`src/rtl/srks_pkg.sv`:
```
// ----------------------------------------------------------------------------
// srks_pkg
// Sizes, types and control bundles of the key rank sorter.
// ----------------------------------------------------------------------------
package srks_pkg;

  localparam int NUM_KEYS = 16;
  localparam int KEY_LEN  = 64;

  localparam int KIDX_W = $clog2(NUM_KEYS);
  localparam int CNT_W  = $clog2(NUM_KEYS + 1);
  localparam int POS_W  = (KEY_LEN > 1) ? $clog2(KEY_LEN) : 1;
  localparam int LEN_W  = $clog2(KEY_LEN + 1);

  typedef logic [7:0]        byte_t;
  typedef logic [KIDX_W-1:0] kidx_t;
  typedef logic [CNT_W-1:0]  cnt_t;
  typedef logic [POS_W-1:0]  pos_t;
  typedef logic [LEN_W-1:0]  len_t;

  localparam pos_t POS_LAST = pos_t'(KEY_LEN - 1);

  // load-side write bundle, shared by all cells
  typedef struct packed {
    pos_t  addr;
    byte_t data;
    len_t  len;
  } wr_t;

  // compare strobe, aligned with the registered key byte in each cell
  typedef struct packed {
    logic en;
    logic first;
    logic last;
    pos_t pos;
  } cmp_t;

  // sequencer to cell control
  typedef struct packed {
    logic cnt_clr;
    logic shr_load;
    logic shr_shift;
    pos_t rd_addr;
    cmp_t cmp;
  } ctl_t;

endpackage

```
`src/rtl/srks_cell.sv`:
```
// ----------------------------------------------------------------------------
// srks_cell
// One key slot: key bytes, length, compare state, rank counter and a stage
// of the result shift chain.
// ----------------------------------------------------------------------------
module srks_cell (
  input  logic             clk,
  input  srks_pkg::wr_t    wr,
  input  logic             wr_en,
  input  logic             len_we,
  input  srks_pkg::ctl_t   ctl,
  input  srks_pkg::byte_t  ref_byte,
  input  srks_pkg::kidx_t  shr_in,
  output srks_pkg::byte_t  own_byte,
  output srks_pkg::kidx_t  shr_out
);

  srks_pkg::byte_t mem [srks_pkg::KEY_LEN];
  srks_pkg::byte_t q_r;
  srks_pkg::len_t  len_r;
  logic            decided_r;
  logic            gt_r;
  srks_pkg::kidx_t cnt_r;
  srks_pkg::kidx_t shr_r;

  logic dec_cur;
  logic gt_cur;
  logic gt_fin;

  always_ff @(posedge clk) begin
    if (wr_en) begin
      mem[wr.addr] <= wr.data;
    end
    q_r <= mem[ctl.rd_addr];
    if (len_we) begin
      len_r <= wr.len;
    end
  end

  // bytes past the stored length read as zero padding
  assign own_byte = (srks_pkg::len_t'(ctl.cmp.pos) < len_r) ? q_r : '0;

  assign dec_cur = ctl.cmp.first ? 1'b0 : decided_r;
  assign gt_cur  = ctl.cmp.first ? 1'b0 : gt_r;
  assign gt_fin  = dec_cur ? gt_cur : (own_byte > ref_byte);

  always_ff @(posedge clk) begin
    if (ctl.cmp.en) begin
      decided_r <= dec_cur | (own_byte != ref_byte);
      gt_r      <= gt_fin;
    end
    if (ctl.cnt_clr) begin
      cnt_r <= '0;
    end else if (ctl.cmp.en && ctl.cmp.last && gt_fin) begin
      cnt_r <= cnt_r + srks_pkg::kidx_t'(1);
    end
    if (ctl.shr_load) begin
      shr_r <= cnt_r;
    end else if (ctl.shr_shift) begin
      shr_r <= shr_in;
    end
  end

  assign shr_out = shr_r;

endmodule

```
`config.mk`:
```
export PLATFORM = sky130hd
export DESIGN_NAME = srks_cell
export DESIGN_NICKNAME = d
export VERILOG_FILES = /design/src/rtl/srks_pkg.sv /design/src/rtl/srks_cell.sv
export SDC_FILE = /design/constraint.sdc
export NUM_CORES = 1
export LEC_CHECK = 0
export BUFFER_PORTS_ARGS = -buffer_cell sky130_fd_sc_hd__buf_2
export CORE_MARGIN = 3
export CORE_UTILIZATION = 62
export CTS_CLUSTER_DIAMETER = 200
export CTS_CLUSTER_SIZE = 8
export DETAILED_ROUTE_END_ITERATION = 16
export PLACE_DENSITY = 0.79
export SLEW_MARGIN = 10
export SYNTH_ARGS = -nofsm -noshare
export SYNTH_HDL_FRONTEND = slang
export SYNTH_SLANG_ARGS = --single-unit
export TNS_END_PERCENT = 30
```
`constraint.sdc`:
```
create_clock -name clk -period 3.9 [get_ports clk]
set_input_delay 0.78 -clock clk [delete_from_list [all_inputs] [get_ports clk]]
set_output_delay 0.78 -clock clk [all_outputs]
set_load 0.01 [all_outputs]
```
==> reports/metrics.cfg <==
[placed_design]
dpl_wire_length_mm = 26.48
placedInstanceArea_sq_um = 22070
port-buffer-count = 65
placement_stage_worst_setup_slack_ns = 0.4635
place_congestion = 0.8365

[clocking]
htree_levels = 3
clockBufferDepth = 3
cts_root_buffer = sky130_fd_sc_hd__clkbuf_16
insertion_delay_ns = 0.58
cts.clk_slew.worst_paths_ns = 0.05
cts-hold-fix-buffers = 0
numClockSinks = 537
postCtsSetupBuffers = 0
numCtsBuffers = 77
cts_resized = 0
tritoncts_clock_tree = yes

[global_route]
grt_first_pass_wirelength_mm = 68.81
grt_remaining_overflow = 0
first_global_vias = 11020
grt_antenna_before_repair = 6
grt_util_all_layers_pct = 25.94
grt_max_degree = 65

[timing]
rsz0062_at_grt = false
clock-skew-final_ns = 0.01415
achievable-frequency_ghz = 0.3332
worst_pin_slew_ns = 1.181
max_slew_vio_count = 0
fin_crit_ns = 3.001
timing.slew.headroom_pct = 21.28
hold_violations = 0
least_setup_slack_across_all_paths_after_layout_ns = 0.8989
setup_viol = 0
fin_tns_setup_ns = 0
fin_crit_sh_pct = 76.95

[synthesis]
synth_enable_flop_cells = 525
post_synth_main_area_contributors = sky130_fd_sc_hd__edfxtp_1 75%, sky130_fd_sc_hd__mux4_2 14%, sky130_fd_sc_hd__mux2i_1 1.4%
post-synth-top-count-cell = sky130_fd_sc_hd__edfxtp_1
synth.avg_cell_area_sq_um = 20.56
top_post_synthesis_cells_by_count = 525 x sky130_fd_sc_hd__edfxtp_1, 133 x sky130_fd_sc_hd__mux4_2, 72 x sky130_fd_sc_hd__nor2_1
synth.lib_cells_used.distinct = 41
postSynthCellCount = 1029
yosysTopAreaCellShare_pct = 74.51
post_synthesis_net_count = 1097
synth-seq-area-share_pct = 75.65
synthesis.yosys.warnings = 0
synthFlopType = sky130_fd_sc_hd__edfxtp_1
share_of_async_settable_or_async_resettable_flops_after_synthesis_pct = 0
synth_seq_cells = 537
netlist_area_sq_um = 21160
yosysTopAreaCell = sky130_fd_sc_hd__edfxtp_1

[route]
drc = 0
postRouteAntennaNets = 0
wire_per_inst_um = 27.87
drt-vias-per-instance = 6.633
vias = 10770
violation_count_after_the_first_detailed_route_iteration = 1091
drt-pass1-iter-count = 5
drt_wl_total_mm = 45.23

[power]
p_leak_uw = 0.007915
power.density_cell_area_nw_per_um2 = 536.8
peakVddDrop_v = 0.0004756

[critical_path]
r2r_start = len_r[1]
worstSetupEndpointType = output port
path_max_fanout = 9
path_class = reg -> out
ff2ff_path_depth = 13
critPathLaunchType = flop
r2r_end = gt_r
cp.arrival_ns = 2.22
reg2reg_setup_slack_ns = 1.01
cp.required_ns = 3.12

[worst_hold_path]
hold_path.startpoint = wr[6]
hold_depth = 1
worstHoldPathType = in -> reg
worstHoldEndpoint = len_r[6]

[layout]
layout.area.seq_sq_um = 16010
nFillCells = 1872
final_util_pct = 72.02
final_nets = 1220
post-route-cell-area_sq_um = 24210
multiInputGateArea_sq_um = 4868
syn_to_final_growth_pct = 14.43
drive_above_1_share_pct = 26.75

[floorplanning]
fp.dieW_um = 190.7
core_sq_um = 33620
area_enclosed_by_the_die_boundary_sq_um = 36380
pin_count = 66
num_rows = 67
die_y_um = 190.7
initial_core_util_pct = 62.94

[status]
outcome = finished, final reports clean

[run]
maxCapViolations = 0

[stage by stage]
stage / hold WS (ns) / total power, uW / std cells
4_1_cts: 0.3472 / 13070 / 1621
6_report: 0.3736 / 13000 / 1623
5_1_grt: 0.3615 / 13370 / 1622
3_3_place_gp: 0.5464 / 7198 / 1520
3_5_place_dp: 0.5412 / 7222 / 1520
2_1_floorplan: 0.5025 / 6935 / 1029
[layer usage]
| metal | vias to the layer above | global-route usage [%] | part of all wire, % |
|---|---|---|---|
| met5 | - | 0 | 0.21 |
| met4 | 12 | 11.77 | 4.2 |
| met3 | 143 | 5.735 | 8.6 |
| met2 | 602 | 40.60 | 48 |
| met1 | 5506 | 35.85 | 39 |
| li1 | 4502 | - | - |
[layout make-up]
| type | instances | share of cell area [%] |
|---|---|---|
| antenna | 1 | 0.01034 |
| sequential | 537 | 66.11 |
| multi-input combinational | 429 | 20.11 |
| clock inverter | 5 | 0.2119 |
| tap | 448 | 2.315 |
| inverter | 17 | 0.2636 |
| timing repair buffer | 90 | 2.465 |
| clock buffer | 96 | 8.517 |
[sequential cells by signal, summed over array words and instances, names as in the netlist]
| signal | count |
|---|---|
| cnt_r | 4 |
| decided_r | 1 |
| gt_r | 1 |
| len_r | 7 |
| mem | 512 |
| q_r | 8 |
| shr_out | 4 |
[report_power, final]
group	switching, uW	internal, uW	leakage (uW)	total (uW)
registers	23.3	6420	0.00483	6440
logic	415	273	0.00205	688
clock network	2220	3650	0.00103	5870
total	2660	10300	0.00791	13000
[logic make-up after synthesis]
| logic type | Yosys count | synth area share [%] |
|---|---|---|
| buffers and inverters | 63 | 1.342 |
| AOI/OAI and AO/OA | 69 | 2.336 |
| and+or+nand+nor | 179 | 4.057 |
| muxes | 167 | 15.79 |
| adders and majority gates | 14 | 0.8279 |
| DFF | 537 | 75.65 |
[how the worst max path moves through the flow]
stage	startpoint	endpoint	slack, ns
after floorplan	ctl[1]	gt_r	0.58
after global placement	ctl[1]	gt_r	0.53
after detailed placement	ctl[1]	gt_r	0.46
after CTS	len_r[1]	own_byte[1]	0.84
after global routing	len_r[1]	own_byte[3]	0.76
final	len_r[1]	own_byte[6]	0.90
[critical path: stages, from the launching register on]
cell	delay [ns]
sky130_fd_sc_hd__edfxtp_1	0.35
sky130_fd_sc_hd__inv_1	0.08
sky130_fd_sc_hd__ha_1	0.22
sky130_fd_sc_hd__a21o_1	0.16
sky130_fd_sc_hd__a21o_1	0.18
sky130_fd_sc_hd__a21oi_1	0.15
sky130_fd_sc_hd__buf_4	0.17
sky130_fd_sc_hd__o211a_1	0.19
sky130_fd_sc_hd__buf_2	0.14
[cell usage in the layout, fill, tap and decap left out, drive strengths merged, types with 2 or more instances in the layout]
master / netlist / routed
nand3: 12 / 12
mux2: 4 / 4
and4: 3 / 3
nor3: 10 / 10
a311oi: 2 / 2
o21ai: 5 / 5
mux4: 133 / 133
nand2b: 8 / 8
o211ai: 9 / 9
nand3b: 6 / 6
or3: 3 / 3
clkinv: 2 / 4
nand2: 30 / 30
edfxtp: 525 / 525
mux2i: 30 / 30
a32oi: 2 / 2
ha: 14 / 14
buf: 24 / 89
o211a: 8 / 8
a21oi: 5 / 5
a21o: 2 / 2
or2: 2 / 2
clkbuf: 22 / 97
nand4: 14 / 14
o22ai: 21 / 21
a22oi: 12 / 12
nor2: 72 / 72
inv: 15 / 18
nor2b: 14 / 14
dfxtp: 12 / 12
(Power assumes the default switching activity.)
